===== src/rtl/status_frame_receiver_assert.svh =====
// Assertion macros for the status frame receiver.
// Used by the top level; needs no other file.
`ifndef STATUS_FRAME_RECEIVER_ASSERT_SVH
`define STATUS_FRAME_RECEIVER_ASSERT_SVH

// Check that cons holds in the same cycle as ante.
`define SFR_ASSERT_NOW(label, clk, rst_n, ante, cons) \
    label: assert property (@(posedge clk) disable iff (!rst_n) (ante) |-> (cons)) \
        else $error("status_frame_receiver: same-cycle check failed");

// Check that cons holds in the cycle after ante.
`define SFR_ASSERT_NEXT(label, clk, rst_n, ante, cons) \
    label: assert property (@(posedge clk) disable iff (!rst_n) (ante) |=> (cons)) \
        else $error("status_frame_receiver: next-cycle check failed");

`endif


===== src/rtl/sfr_pkg.sv =====
// Package for the status frame receiver: codes, reset values, types, CRC step.
// No dependencies.
`timescale 1ns / 1ps

package sfr_pkg;

    localparam int unsigned FRAME_BYTES_DEF = 20;
    localparam int unsigned HDR_BYTES       = 12;
    localparam int unsigned HDR_IDX_W       = $clog2(HDR_BYTES);

    localparam logic [15:0] CRC_INIT  = 16'hFFFF;
    localparam logic [15:0] CRC_POLY  = 16'hA001;
    localparam logic [3:0]  COUNT_MAX = 4'd15;

    // Configuration register indexes and reset values
    localparam int unsigned CFG_IDX_W = 2;
    localparam int unsigned CFG_DATA_W = 16;
    localparam logic [CFG_IDX_W-1:0] CFG_START_FUNC = 2'd0;
    localparam logic [CFG_IDX_W-1:0] CFG_SPEED_LIM  = 2'd1;
    localparam logic [CFG_IDX_W-1:0] CFG_CLASS_FROM = 2'd2;
    localparam logic [CFG_IDX_W-1:0] CFG_SEQ_LEN    = 2'd3;

    localparam logic [7:0]  START_FUNC_RST = 8'h05;
    localparam logic [15:0] SPEED_LIM_RST  = 16'h003E;
    localparam logic [3:0]  CLASS_FROM_RST = 4'd3;
    localparam logic [3:0]  SEQ_LEN_RST    = 4'd9;

    typedef enum logic [2:0] {
        ST_START_ECHO  = 3'd0,
        ST_CRC_ERROR   = 3'd1,
        ST_TOO_EARLY   = 3'd2,
        ST_STOPPED     = 3'd3,
        ST_OBSTRUCTED  = 3'd4,
        ST_NORMAL      = 3'd5,
        ST_UNCLASSIFIED = 3'd6
    } t_frame_status;

    // Control for the running CRC register
    typedef struct packed {
        logic upd;
        logic clr;
    } t_crc_ctl;

    // Register words and obstruction byte of a finished frame
    typedef struct packed {
        logic [15:0] w2;
        logic [15:0] w3;
        logic [15:0] w4;
        logic [7:0]  b11;
    } t_cls_in;

    // One byte of CRC-16/Modbus, eight reflected shift steps
    function automatic logic [15:0] crc16_byte(input logic [15:0] crc,
                                               input logic [7:0] b);
        logic [15:0] c;
        c = crc ^ {8'h00, b};
        for (int k = 0; k < 8; k++) begin
            if (c[0]) begin
                c = (c >> 1) ^ CRC_POLY;
            end else begin
                c = c >> 1;
            end
        end
        return c;
    endfunction

endpackage


===== src/rtl/sfr_byte_if.sv =====
// Valid/ready channel carrying one received byte.
// No dependencies.
`timescale 1ns / 1ps

interface sfr_byte_if;
    logic       valid;
    logic       ready;
    logic [7:0] rx_byte;

    modport source (output valid, output rx_byte, input ready);
    modport sink   (input valid, input rx_byte, output ready);
endinterface


===== src/rtl/sfr_result_if.sv =====
// Valid/ready channel carrying one frame result.
// No dependencies.
`timescale 1ns / 1ps

interface sfr_result_if;
    logic       valid;
    logic       ready;
    logic [7:0] device_address;
    logic [7:0] function_code;
    logic [2:0] frame_status;
    logic       crc_ok;
    logic [3:0] message_index;
    logic       in_sequence;

    modport source (output valid, output device_address, output function_code,
                    output frame_status, output crc_ok, output message_index,
                    output in_sequence, input ready);
    modport sink   (input valid, input device_address, input function_code,
                    input frame_status, input crc_ok, input message_index,
                    input in_sequence, output ready);
endinterface


===== src/rtl/sfr_crc_unit.sv =====
// Running CRC-16/Modbus register, one byte per cycle.
// Depends on sfr_pkg.
`timescale 1ns / 1ps

module sfr_crc_unit
    import sfr_pkg::*;
(
    input  logic       i_clk,
    input  logic       i_rst_n,
    input  t_crc_ctl   i_ctl,
    input  logic [7:0] i_byte,
    output logic [15:0] o_crc
);

    logic [15:0] r_crc;
    logic [15:0] n_crc;

    // Restart at frame end, fold in covered bytes
    always_comb begin
        n_crc = r_crc;
        if (i_ctl.clr) begin
            n_crc = CRC_INIT;
        end else if (i_ctl.upd) begin
            n_crc = crc16_byte(r_crc, i_byte);
        end
    end

    always_ff @(posedge i_clk) begin
        if (!i_rst_n) begin
            r_crc <= CRC_INIT;
        end else begin
            r_crc <= n_crc;
        end
    end

    assign o_crc = r_crc;

endmodule


===== src/rtl/sfr_classify.sv =====
// Classification of a good frame from its register words and byte 11.
// Depends on sfr_pkg.
`timescale 1ns / 1ps

module sfr_classify
    import sfr_pkg::*;
(
    input  t_cls_in       i_cls,
    input  logic [15:0]   i_speed_limit,
    output t_frame_status o_status
);

    // Stopped beats obstructed beats normal
    always_comb begin
        if (i_cls.w2 == 16'd0 && i_cls.w3 == 16'd0 && i_cls.w4 == 16'd0) begin
            o_status = ST_STOPPED;
        end else if (i_cls.b11 != 8'd0) begin
            o_status = ST_OBSTRUCTED;
        end else if (i_cls.w2 != 16'd0 && i_cls.w3 <= i_speed_limit) begin
            o_status = ST_NORMAL;
        end else begin
            o_status = ST_UNCLASSIFIED;
        end
    end

endmodule


===== src/rtl/status_frame_receiver.sv =====
// Status frame receiver top level: input register, frame state, result register.
// Depends on sfr_pkg, sfr_byte_if, sfr_result_if, sfr_crc_unit, sfr_classify
// and status_frame_receiver_assert.svh.
//
// Usage:
//   i_rx carries received bytes, one per item; frames are FRAME_BYTES long.
//   o_res gives one item per completed frame: address, function code, status,
//   CRC match, sequence index and sequence flag. Other bytes give no item.
//   Configuration registers are written through i_cfg_we/i_cfg_idx/i_cfg_data
//   while the block is idle.
// Timing:
//   A byte waits in the input register and is processed as it leaves; the
//   result of a frame's last byte is loaded into the result register as that
//   byte leaves the input register and is held there until taken. One byte per
//   cycle is sustained while results are taken; the CRC step for a byte is an
//   unrolled 8-bit update between the input register and the CRC register.
// Reset (synchronous, active low) clears the frame position, CRC, sequence
//   state and configuration to defaults; no clearing pass is needed.
// Stall: while a result waits on o_res.ready, the byte in the input register
//   holds and i_rx.ready drops once that register is full.
`timescale 1ns / 1ps

`include "status_frame_receiver_assert.svh"

module status_frame_receiver
    import sfr_pkg::*;
#(
    parameter int unsigned FRAME_BYTES = FRAME_BYTES_DEF
) (
    input  logic                  i_clk,
    input  logic                  i_rst_n,
    sfr_byte_if.sink              i_rx,
    sfr_result_if.source          o_res,
    input  logic                  i_cfg_we,
    input  logic [CFG_IDX_W-1:0]  i_cfg_idx,
    input  logic [CFG_DATA_W-1:0] i_cfg_data
);

    localparam int unsigned POS_W = $clog2(FRAME_BYTES);
    localparam logic [POS_W-1:0] LAST_POS   = POS_W'(FRAME_BYTES - 1);
    localparam logic [POS_W-1:0] CRC_LO_POS = POS_W'(FRAME_BYTES - 2);
    localparam logic [POS_W-1:0] HDR_END    = POS_W'(HDR_BYTES);

    // Configuration registers
    logic [7:0]  r_start_func;
    logic [15:0] r_speed_lim;
    logic [3:0]  r_class_from;
    logic [3:0]  r_seq_len;

    // Input register
    logic       r_in_valid;
    logic [7:0] r_in_byte;

    // Frame and sequence state
    logic [POS_W-1:0] r_pos;
    logic [7:0]       r_hdr [HDR_BYTES];
    logic [7:0]       r_crc_lo;
    logic [3:0]       r_seq_cnt;
    logic [3:0]       n_seq_cnt;
    logic [7:0]       r_prev_func;
    logic             r_seq_flag;
    logic             n_seq_flag;

    // Result register
    logic          r_out_valid;
    logic [7:0]    r_out_addr;
    logic [7:0]    r_out_func;
    t_frame_status r_out_status;
    t_frame_status n_status;
    logic          r_out_ok;
    logic [3:0]    r_out_idx;
    logic [3:0]    n_idx;
    logic          r_out_flag;

    logic          w_adv;
    logic          w_proc;
    logic          w_last;
    logic          w_ok;
    logic [3:0]    w_cnt_adv;
    logic [15:0]   w_crc;
    t_crc_ctl      w_crc_ctl;
    t_cls_in       w_cls;
    t_frame_status w_cls_status;

    // Handshake: result register frees space, input register follows
    assign w_adv      = !r_out_valid || o_res.ready;
    assign w_proc     = r_in_valid && w_adv;
    assign w_last     = (r_pos == LAST_POS);
    assign i_rx.ready = !r_in_valid || w_adv;

    // Configuration writes
    always_ff @(posedge i_clk) begin
        if (!i_rst_n) begin
            r_start_func <= START_FUNC_RST;
            r_speed_lim  <= SPEED_LIM_RST;
            r_class_from <= CLASS_FROM_RST;
            r_seq_len    <= SEQ_LEN_RST;
        end else if (i_cfg_we) begin
            unique case (i_cfg_idx)
                CFG_START_FUNC: r_start_func <= i_cfg_data[7:0];
                CFG_SPEED_LIM:  r_speed_lim  <= i_cfg_data;
                CFG_CLASS_FROM: r_class_from <= i_cfg_data[3:0];
                CFG_SEQ_LEN:    r_seq_len    <= i_cfg_data[3:0];
                default: ;
            endcase
        end
    end

    // Capture the incoming item
    always_ff @(posedge i_clk) begin
        if (!i_rst_n) begin
            r_in_valid <= 1'b0;
        end else if (i_rx.ready) begin
            r_in_valid <= i_rx.valid;
        end
    end

    always_ff @(posedge i_clk) begin
        if (i_rx.valid && i_rx.ready) begin
            r_in_byte <= i_rx.rx_byte;
        end
    end

    // Advance the byte position, wrap at frame end
    always_ff @(posedge i_clk) begin
        if (!i_rst_n) begin
            r_pos <= '0;
        end else if (w_proc) begin
            r_pos <= w_last ? '0 : r_pos + 1'b1;
        end
    end

    // Keep the header bytes and the low CRC byte
    always_ff @(posedge i_clk) begin
        if (w_proc && r_pos < HDR_END) begin
            r_hdr[r_pos[HDR_IDX_W-1:0]] <= r_in_byte;
        end
        if (w_proc && r_pos == CRC_LO_POS) begin
            r_crc_lo <= r_in_byte;
        end
    end

    // Running CRC over all bytes but the last two
    assign w_crc_ctl.upd = w_proc && (r_pos < CRC_LO_POS);
    assign w_crc_ctl.clr = w_proc && w_last;

    sfr_crc_unit u_crc (
        .i_clk   (i_clk),
        .i_rst_n (i_rst_n),
        .i_ctl   (w_crc_ctl),
        .i_byte  (r_in_byte),
        .o_crc   (w_crc)
    );

    // Classification of the frame in the store
    assign w_cls.w2  = {r_hdr[5], r_hdr[6]};
    assign w_cls.w3  = {r_hdr[7], r_hdr[8]};
    assign w_cls.w4  = {r_hdr[9], r_hdr[10]};
    assign w_cls.b11 = r_hdr[11];

    sfr_classify u_cls (
        .i_cls         (w_cls),
        .i_speed_limit (r_speed_lim),
        .o_status      (w_cls_status)
    );

    // Frame end: CRC check and sequence counter update
    assign w_ok = ({r_in_byte, r_crc_lo} == w_crc);

    always_comb begin
        if (r_prev_func == r_start_func) begin
            w_cnt_adv = 4'd1;
        end else if (r_seq_cnt < COUNT_MAX) begin
            w_cnt_adv = r_seq_cnt + 4'd1;
        end else begin
            w_cnt_adv = r_seq_cnt;
        end
    end

    always_comb begin
        n_seq_cnt  = w_cnt_adv;
        n_seq_flag = r_seq_flag;
        n_idx      = w_cnt_adv;
        n_status   = ST_CRC_ERROR;
        if (r_hdr[1] == r_start_func) begin
            n_seq_cnt  = 4'd1;
            n_seq_flag = 1'b1;
            n_idx      = 4'd1;
            n_status   = ST_START_ECHO;
        end else if (w_ok) begin
            n_status = (w_cnt_adv >= r_class_from) ? w_cls_status : ST_TOO_EARLY;
            if (w_cnt_adv >= r_seq_len) begin
                n_seq_cnt  = 4'd0;
                n_seq_flag = 1'b0;
            end
        end
    end

    always_ff @(posedge i_clk) begin
        if (!i_rst_n) begin
            r_seq_cnt   <= 4'd0;
            r_seq_flag  <= 1'b0;
            r_prev_func <= 8'd0;
        end else if (w_proc && w_last) begin
            r_seq_cnt   <= n_seq_cnt;
            r_seq_flag  <= n_seq_flag;
            r_prev_func <= r_hdr[1];
        end
    end

    // Result register: load on frame end, drop when taken
    always_ff @(posedge i_clk) begin
        if (!i_rst_n) begin
            r_out_valid <= 1'b0;
        end else if (w_adv) begin
            r_out_valid <= w_proc && w_last;
        end
    end

    always_ff @(posedge i_clk) begin
        if (w_proc && w_last) begin
            r_out_addr   <= r_hdr[0];
            r_out_func   <= r_hdr[1];
            r_out_status <= n_status;
            r_out_ok     <= w_ok;
            r_out_idx    <= n_idx;
            r_out_flag   <= n_seq_flag;
        end
    end

    assign o_res.valid          = r_out_valid;
    assign o_res.device_address = r_out_addr;
    assign o_res.function_code  = r_out_func;
    assign o_res.frame_status   = 3'(r_out_status);
    assign o_res.crc_ok         = r_out_ok;
    assign o_res.message_index  = r_out_idx;
    assign o_res.in_sequence    = r_out_flag;

    // Checks
    `SFR_ASSERT_NEXT(a_frame_end_result, i_clk, i_rst_n, w_proc && w_last, r_out_valid)
    `SFR_ASSERT_NOW(a_pos_in_frame, i_clk, i_rst_n, 1'b1, r_pos <= LAST_POS)
    `SFR_ASSERT_NOW(a_flag_needs_count, i_clk, i_rst_n, r_seq_flag, r_seq_cnt != 4'd0)
    `SFR_ASSERT_NOW(a_echo_result, i_clk, i_rst_n,
        r_out_valid && r_out_status == ST_START_ECHO, r_out_flag && r_out_idx == 4'd1)

endmodule

===== src/flat_wrapper.sv =====
// flat-port wrapper written by rule: the top's interface ports become plain ports
module status_frame_receiver_flat import sfr_pkg::*;
#(
    parameter int unsigned FRAME_BYTES = FRAME_BYTES_DEF
)
  (i_clk, i_rst_n, i_cfg_we, i_cfg_idx, i_cfg_data, i_rx_valid, i_rx_rx_byte, i_rx_ready, o_res_valid, o_res_device_address, o_res_function_code, o_res_frame_status, o_res_crc_ok, o_res_message_index, o_res_in_sequence, o_res_ready);
  sfr_byte_if i_rx_i ();
  sfr_result_if o_res_i ();
  input  logic i_clk;
  input  logic i_rst_n;
  input  logic i_cfg_we;
  input  logic [CFG_IDX_W-1:0] i_cfg_idx;
  input  logic [CFG_DATA_W-1:0] i_cfg_data;
  input wire logic [$bits(i_rx_i.valid)-1:0] i_rx_valid;
  input wire logic [$bits(i_rx_i.rx_byte)-1:0] i_rx_rx_byte;
  output wire logic [$bits(i_rx_i.ready)-1:0] i_rx_ready;
  output wire logic [$bits(o_res_i.valid)-1:0] o_res_valid;
  output wire logic [$bits(o_res_i.device_address)-1:0] o_res_device_address;
  output wire logic [$bits(o_res_i.function_code)-1:0] o_res_function_code;
  output wire logic [$bits(o_res_i.frame_status)-1:0] o_res_frame_status;
  output wire logic [$bits(o_res_i.crc_ok)-1:0] o_res_crc_ok;
  output wire logic [$bits(o_res_i.message_index)-1:0] o_res_message_index;
  output wire logic [$bits(o_res_i.in_sequence)-1:0] o_res_in_sequence;
  input wire logic [$bits(o_res_i.ready)-1:0] o_res_ready;
  assign i_rx_i.valid = i_rx_valid;
  assign i_rx_i.rx_byte = i_rx_rx_byte;
  assign i_rx_ready = i_rx_i.ready;
  assign o_res_valid = o_res_i.valid;
  assign o_res_device_address = o_res_i.device_address;
  assign o_res_function_code = o_res_i.function_code;
  assign o_res_frame_status = o_res_i.frame_status;
  assign o_res_crc_ok = o_res_i.crc_ok;
  assign o_res_message_index = o_res_i.message_index;
  assign o_res_in_sequence = o_res_i.in_sequence;
  assign o_res_i.ready = o_res_ready;
  status_frame_receiver #(.FRAME_BYTES(FRAME_BYTES)) u_core (.i_clk(i_clk), .i_rst_n(i_rst_n), .i_rx(i_rx_i), .o_res(o_res_i), .i_cfg_we(i_cfg_we), .i_cfg_idx(i_cfg_idx), .i_cfg_data(i_cfg_data));
endmodule

===== config.mk =====
export PLATFORM = sky130hd
export DESIGN_NAME = status_frame_receiver_flat
export DESIGN_NICKNAME = d
export VERILOG_FILES = /design/src/rtl/sfr_pkg.sv /design/src/rtl/sfr_byte_if.sv /design/src/rtl/sfr_result_if.sv /design/src/rtl/sfr_crc_unit.sv /design/src/rtl/sfr_classify.sv /design/src/rtl/status_frame_receiver.sv /design/src/flat_wrapper.sv
export VERILOG_INCLUDE_DIRS = /design/src /design/src/rtl
export SDC_FILE = /design/constraint.sdc
export NUM_CORES = 1
export LEC_CHECK = 0
export ABC_AREA = 1
export BUFFER_PORTS_ARGS = -buffer_cell sky130_fd_sc_hd__buf_4
export CAP_MARGIN = 30
export CORE_ASPECT_RATIO = 1.25
export CORE_MARGIN = 2
export CORE_UTILIZATION = 55
export CTS_CLUSTER_DIAMETER = 30
export DETAILED_ROUTE_END_ITERATION = 10
export PLACE_DENSITY_LB_ADDON = 0.05
export RECOVER_POWER = 50
export SYNTH_ARGS = -nofsm -noshare
export SYNTH_HDL_FRONTEND = slang
export SYNTH_SLANG_ARGS = --single-unit

===== constraint.sdc =====
create_clock -name i_clk -period 4.3 [get_ports i_clk]
set_input_delay 0.43 -clock i_clk [delete_from_list [all_inputs] [get_ports i_clk]]
set_output_delay 0.43 -clock i_clk [all_outputs]
set_load 0.03 [all_outputs]

; Yosys cells after proc, flatten, opt, wreduce, memory -nomap -nowiden
; Memory sizes are Yosys's and may differ from the RTL's. A register that Yosys moved wholly into a read port is not among the register bits.
; Index checks and enable logic that the tools add are counted.
[op_classes]
n_addsub = 2
n_lt_le_gt_ge = 6
eq_ne = 8
muxes = 38
n_bitwise = 12
n_reduce_logical = 26
[ops]
columns = op, n
row1 = $mux W16, 22
row2 = $logic_not A16 Y1, 3
row3 = $not A2 Y3, 8
row4 = $mux W4, 5
row5 = $eq A16 B16 Y1, 1
row6 = $eq A8 B8 Y1, 2
row7 = $le A16 B16 Y1, 1
row8 = $reduce_bool A16 Y1, 1
row9 = $xor A16 B8 Y16, 1
row10 = $eq A5 B5 Y1 const B, 2
row11 = $logic_and A1 B1 Y1, 9
row12 = $ge A4 B4 Y1, 2
row13 = $mux W2, 4
row14 = $reduce_and A2 Y1, 4
row15 = $reduce_bool A8 Y1, 1
row16 = $mux W1, 6
row17 = $add A5 B1 Y5 const B, 1
row18 = $lt A5 B4 Y1 const B, 1
row19 = $lt A5 B5 Y1 const B, 1
row20 = $mux W5, 1
row21 = $add A4 B1 Y4 const B, 1
row22 = $eq A2 B2 Y1 const B, 2
row23 = $lt A4 B4 Y1 const B, 1
row24 = $reduce_or A2 Y1, 2
row25 = 6 further kinds, 10
[totals]
reg_bits = 101
ram_bits = 96
input_bits = 31
output_inout_bits = 27
wordCells = 113
n_memories = 1
[memory_table]
columns = name, words, width, read_ports, rd_ports_with_merged_regs, write_ports, line_no
row1 = u_core.r_hdr, 12, 8, 9, 1, 1, status_frame_receiver.sv:56  ; logic [7:0] r_hdr [HDR_BYTES];

; Longest topological paths before layout
[logic_depth]
depth_word = 32
ltp_mapped = 16
ltp_nobuf = 16

; By module
; Synthesis repeated with hierarchy kept, for this count alone.
[hier_totals]
hier_cells = 759
hier_area_um2 = 7985.2
[by_module_without_submodules]
columns = module, instances, cells_per_inst, area_each_um2, seq_area_each_um2
row1 = status_frame_receiver, 1, 523, 6254.7, 4434.3
row2 = sfr_crc_unit, 1, 139, 1116.1, 320.3
row3 = sfr_classify, 1, 97, 614.3, 0.0

; Least setup slack after synthesis
; No wires, ideal clock.
[synth_path]
path_type = register -> register
startpoint = reg u_core.r_seq_cnt[0]
endpoint = reg u_core.r_out_status[2], in the netlist u_core.o_res.frame_status[2] (data pin)
setup_time_ns = 0.252
arrival_ns = 1.809
t_required_ns = 4.048
slack_ns = 2.239
stages_incl_launch_ff = 14
n_path_buf = 0
period_less_slack_ns = 2.061
cell_sequence = dfxtp_1 > ha_1 > nand3_1 > xor2_1 > nor2_1 > ha_1 > inv_1 > a21oi_1 > o21ai_0 > nand2_1 > a21oi_1 > inv_1 > nand2_1 > nor2_1
[synth_between]
elab_chain_len = 6
elab_cells_between_ends = 7
cone_classes = 1 x add/sub / 2 x order compare / 2 x mux / 1 x bitwise / 1 x reduce/logical
[synth_lines]
columns = element, line_no
row1 = start: declaration, status_frame_receiver.sv:58  ; logic [3:0] r_seq_cnt;
row2 = start signal: assignment, status_frame_receiver.sv:205  ; r_seq_cnt <= n_seq_cnt;
row3 = $add A4 B1 Y4 / $lt A4 B4 Y1 (equally long branches), "status_frame_receiver.sv:174, status_frame_receiver.sv:173"
row4 = $mux W4 (*), status_frame_receiver.sv:173  ; end else if (r_seq_cnt < COUNT_MAX) begin
row5 = $mux W4 (*), status_frame_receiver.sv:171  ; if (r_prev_func == r_start_func) begin
row6 = $ge A4 B4 Y1 (*), status_frame_receiver.sv:191  ; n_status = (w_cnt_adv >= r_class_from) ? w_cls_status : ST_TOO_EARLY;
row7 = $not A1 Y1 (no source line) (*), -
row8 = $reduce_or A4 Y1 (no source line) (*), -
row9 = end signal: assignment, status_frame_receiver.sv:224  ; r_out_status <= n_status;
row10 = end: declaration, status_frame_receiver.sv:68  ; t_frame_status r_out_status;
; Mark *: on every way between the ends. The rest lies on a longest branch, timed or not.
; A chain may end at the register's enable or synchronous reset.

==> metrics.csv <==
stage,metric,value,unit
die,floorplan.initialDensity,0.558,
power,pwr-share-clk,0.387,
detailed_routing,routed-wl-met2,7920,um
placed_design,gp_congestion,0.937,
power,p_per_area,413,nW/um^2
worst_setup_path,required,4.65,ns
placed_design,port-buffer-count,57,
die,num_rows,48,
synth,synth_flop_cell,edfxtp_1,
global_route,grt_max_degree,35,
power,p_leak,3.51,nW
sta,clock.fmax,388,MHz
layout,antenna_cells,0,
die,io_pins,58,
power,seq_power_share,0.540,
sta,worst_slew_pin_slew,1.08,ns
power,combPwrFrac,0.073,
clocking,cts_setup_buffers,0,
sta,drv_slew,0,
clocking,numCtsBuffers,17,
clocking,cts-htree-levels,4,
worst_hold_path,hold_depth,1,
worst_hold_path,hold_class,primary input to flip-flop,
synth,synth-seq-cells,181,
die,core,13700,um^2
synth,synth_edf_count,113,
detailed_routing,highest_layer,met4,
detailed_routing,drt-met1-wl,6830,um
synth,synthCells,710,
global_route,grt_pass1_wl,24400,um
synth,synthDistinctLibCells,40,
layout,syn2layout_area_growth,14.1,%
clocking,clock_latency,0.42,ns
placed_design,place_ws,1.58,ns
clocking,cts_buffer_depth,2,
synth,synthArstFlopShare,0,
sta,rsz0062_at_grt,no,
die,die_area,14900,um^2
detailed_routing,wl_per_cell,16.1,um
clocking,path_clk_slew,0.06,ns
detailed_routing,initialDrtViolationCount,387,
outcome,outcome,completed,
synth,yosysWarningCount,0,
worst_setup_path,worstSetupPathType,flip-flop to flip-flop,
synth,ys_seq_area_frac,0.622,
placed_design,hpwl,11100,um
global_route,grt_antenna_before_repair,0,
synth,syn-cell-area,7650,um^2
sta,min_period,2.58,ns
layout,fin_nets,844,
worst_setup_path,cp.arrival,2.93,ns
layout,layout_common_cells,"119 x nand2_1, 113 x edfxtp_1, 80 x inv_1, 68 x dfxtp_1, 41 x a21oi_1",
clocking,cts_tree,yes,
clocking,clock_sinks,181,
die,dieHeight,136,um
flow_run,drv_cap,0,
sta,period_share,0.600,
layout,final_core_util,0.637,
worst_setup_path,startpoint_type,flip-flop,
worst_hold_path,hp-start,i_rx_rx_byte[0],
worst_setup_path,critPathMaxFanout,27,
layout,mostFrequentLayoutCell,nand2_1,
clocking,postCtsHoldBufs,0,
synth,avgSynthCellArea,10.8,um^2
synth,syn_nets,770,
placed_design,placed_cells,938,
detailed_routing,vias,5176,
sta,clock_skew,0.00995,ns
sta,fin_tns_setup,0,ns
detailed_routing,dr.pass1.iters,5,
layout,drive_gt1_frac,0.137,
detailed_routing,postRouteAntennaNets,0,
worst_setup_path,rrSetupSlack,1.72,ns
global_route,grt_pass1_vias,4954,
die,die_w,109,um
power,switching_share,0.229,
sta,max-slew-margin-rel,0.273,
power,max-vdd-ir-drop,262,uV
global_route,grt_use_total,0.221,
worst_setup_path,critPathCaptureType,flip-flop,
layout,fin_cells,972,
detailed_routing,viasPerCell,5.33,
detailed_routing,drc_errors,0,
global_route,gr-total-overflow,0,
detailed_routing,wl,15600,um
sta,setup_slack,1.72,ns
worst_setup_path,rr_worst_depth,9,
worst_setup_path,reg2reg_to,u_core.r_seq_cnt[0],
worst_setup_path,reg2reg_from,u_core.r_pos[0],
sta,setup_violations,0,
worst_hold_path,whs_endpoint,u_core.r_in_byte[0],
sta,hold_viol_final,0,
power,power_switching,824,uW
clocking,post_cts_resize_count,0,
detailed_routing,route.met3.wl,653,um
clocking,cts_root_buffer,clkbuf_16,
power,p_int,2.78,mW
[logic make-up (layout without fill, tap and decap cells)]
| group | count (synthesis) | count (layout) | share of synthesized area |
|---|---|---|---|
| fa+ha+maj | 29 | 29 | 0.0475 |
| flops | 181 | 181 | 0.622 |
| buf+inv | 101 | 188 | 0.0515 |
| simple gates | 257 | 257 | 0.158 |
| xor+xnor | 31 | 31 | 0.0385 |
| compound gates | 111 | 111 | 0.0826 |
[worst max-delay path by stage]
stage / slack (ns) / endpoint / start / cells past startpoint
2_1_floorplan: 2.24 / u_core.o_res.frame_status[2] / u_core.r_seq_cnt[0] / 13
3_3_place_gp: 1.75 / u_core.u_crc.o_crc[6] / o_res_ready / 11
3_5_place_dp: 1.58 / u_core.u_crc.o_crc[6] / o_res_ready / 11
4_1_cts: 1.76 / u_core.u_crc.o_crc[6] / u_core.r_pos[0] / 9
5_1_grt: 1.43 / u_core.r_seq_cnt[1] / u_core.r_pos[0] / 9
6_report: 1.72 / u_core.r_seq_cnt[0] / u_core.r_pos[0] / 9
[power by group through the flow]
stage          Combinational, mW  Sequential (mW)  Clock [mW]
6_report                   0.263             1.95        1.40
5_1_grt                    0.296             1.95        1.49
4_1_cts                    0.265             1.95        1.42
3_5_place_dp               0.262             1.98           0
3_3_place_gp               0.252             1.98           0
2_1_floorplan              0.196             1.96           0
[routing by layer]
| layer | GRT usage | up-vias |
|---|---|---|
| met5 | 0 | - |
| met4 | 0.0682 | 0 |
| met3 | 0.0575 | 19 |
| met2 | 0.377 | 119 |
| met1 | 0.272 | 2448 |
| li1 | - | 2590 |
[final cells by class]
class,count,area [um^2]
fillers,1093,4970
flip-flops and latches,181,4750
multi-input cells,428,2490
clock buffers,23,480
repair buffers,67,384
inverters,89,334
well taps,175,219
clock inverters,9,53.8
[flip-flops by register name, summed over array words and instances, names as in the netlist, 5 cells and up]
register	flops
u_core.o_res.device_address	8
u_core.o_res.function_code	8
u_core.r_crc_lo	8
u_core.r_hdr	72
u_core.r_in_byte	8
u_core.r_pos	5
u_core.r_prev_func	8
u_core.r_speed_lim	16
u_core.r_start_func	8
u_core.u_crc.o_crc	16
[stage by stage]
stage	area, um^2	power [mW]	hold WS [ns]
final	8720	3.60	0.202
after global routing	8720	3.74	0.183
after CTS	8810	3.63	0.163
after detailed placement	8280	2.25	0.410
after global placement	8240	2.24	0.403
after floorplan	7650	2.15	0.400
[cell usage after synthesis (4+ instances only)]
library cell    n  area share
ha_1           29       0.047
inv_1          78       0.038
nand3_1        28       0.018
nor3_1         18       0.012
a22o_1          4      0.0046
or2_2           7      0.0057
nor2_1         37       0.018
clkbuf_1        6      0.0029
inv_2          11      0.0054
o211ai_1       17       0.017
o21ai_1         5      0.0033
xor2_1          7      0.0080
a21oi_1        41       0.027
xnor2_1        21       0.024
dfxtp_1        68        0.18
nor4_1         14       0.011
nand4_1         8      0.0065
nand2_1       119       0.058
edfxtp_1      113        0.44
o21ai_0        37       0.024
nand2_2        13       0.011
[worst max-delay path: stages (launching register included)]
cell and delay [ns]:
dfxtp_1 0.39, ha_1 0.17, inv_1 0.08, nor2_1 0.14, inv_1 0.12, nor2_4 0.64, inv_2 0.07, nor2_1 0.63
nand2_1 0.12, o21ai_1 0.14
(Power assumes the default switching activity.)
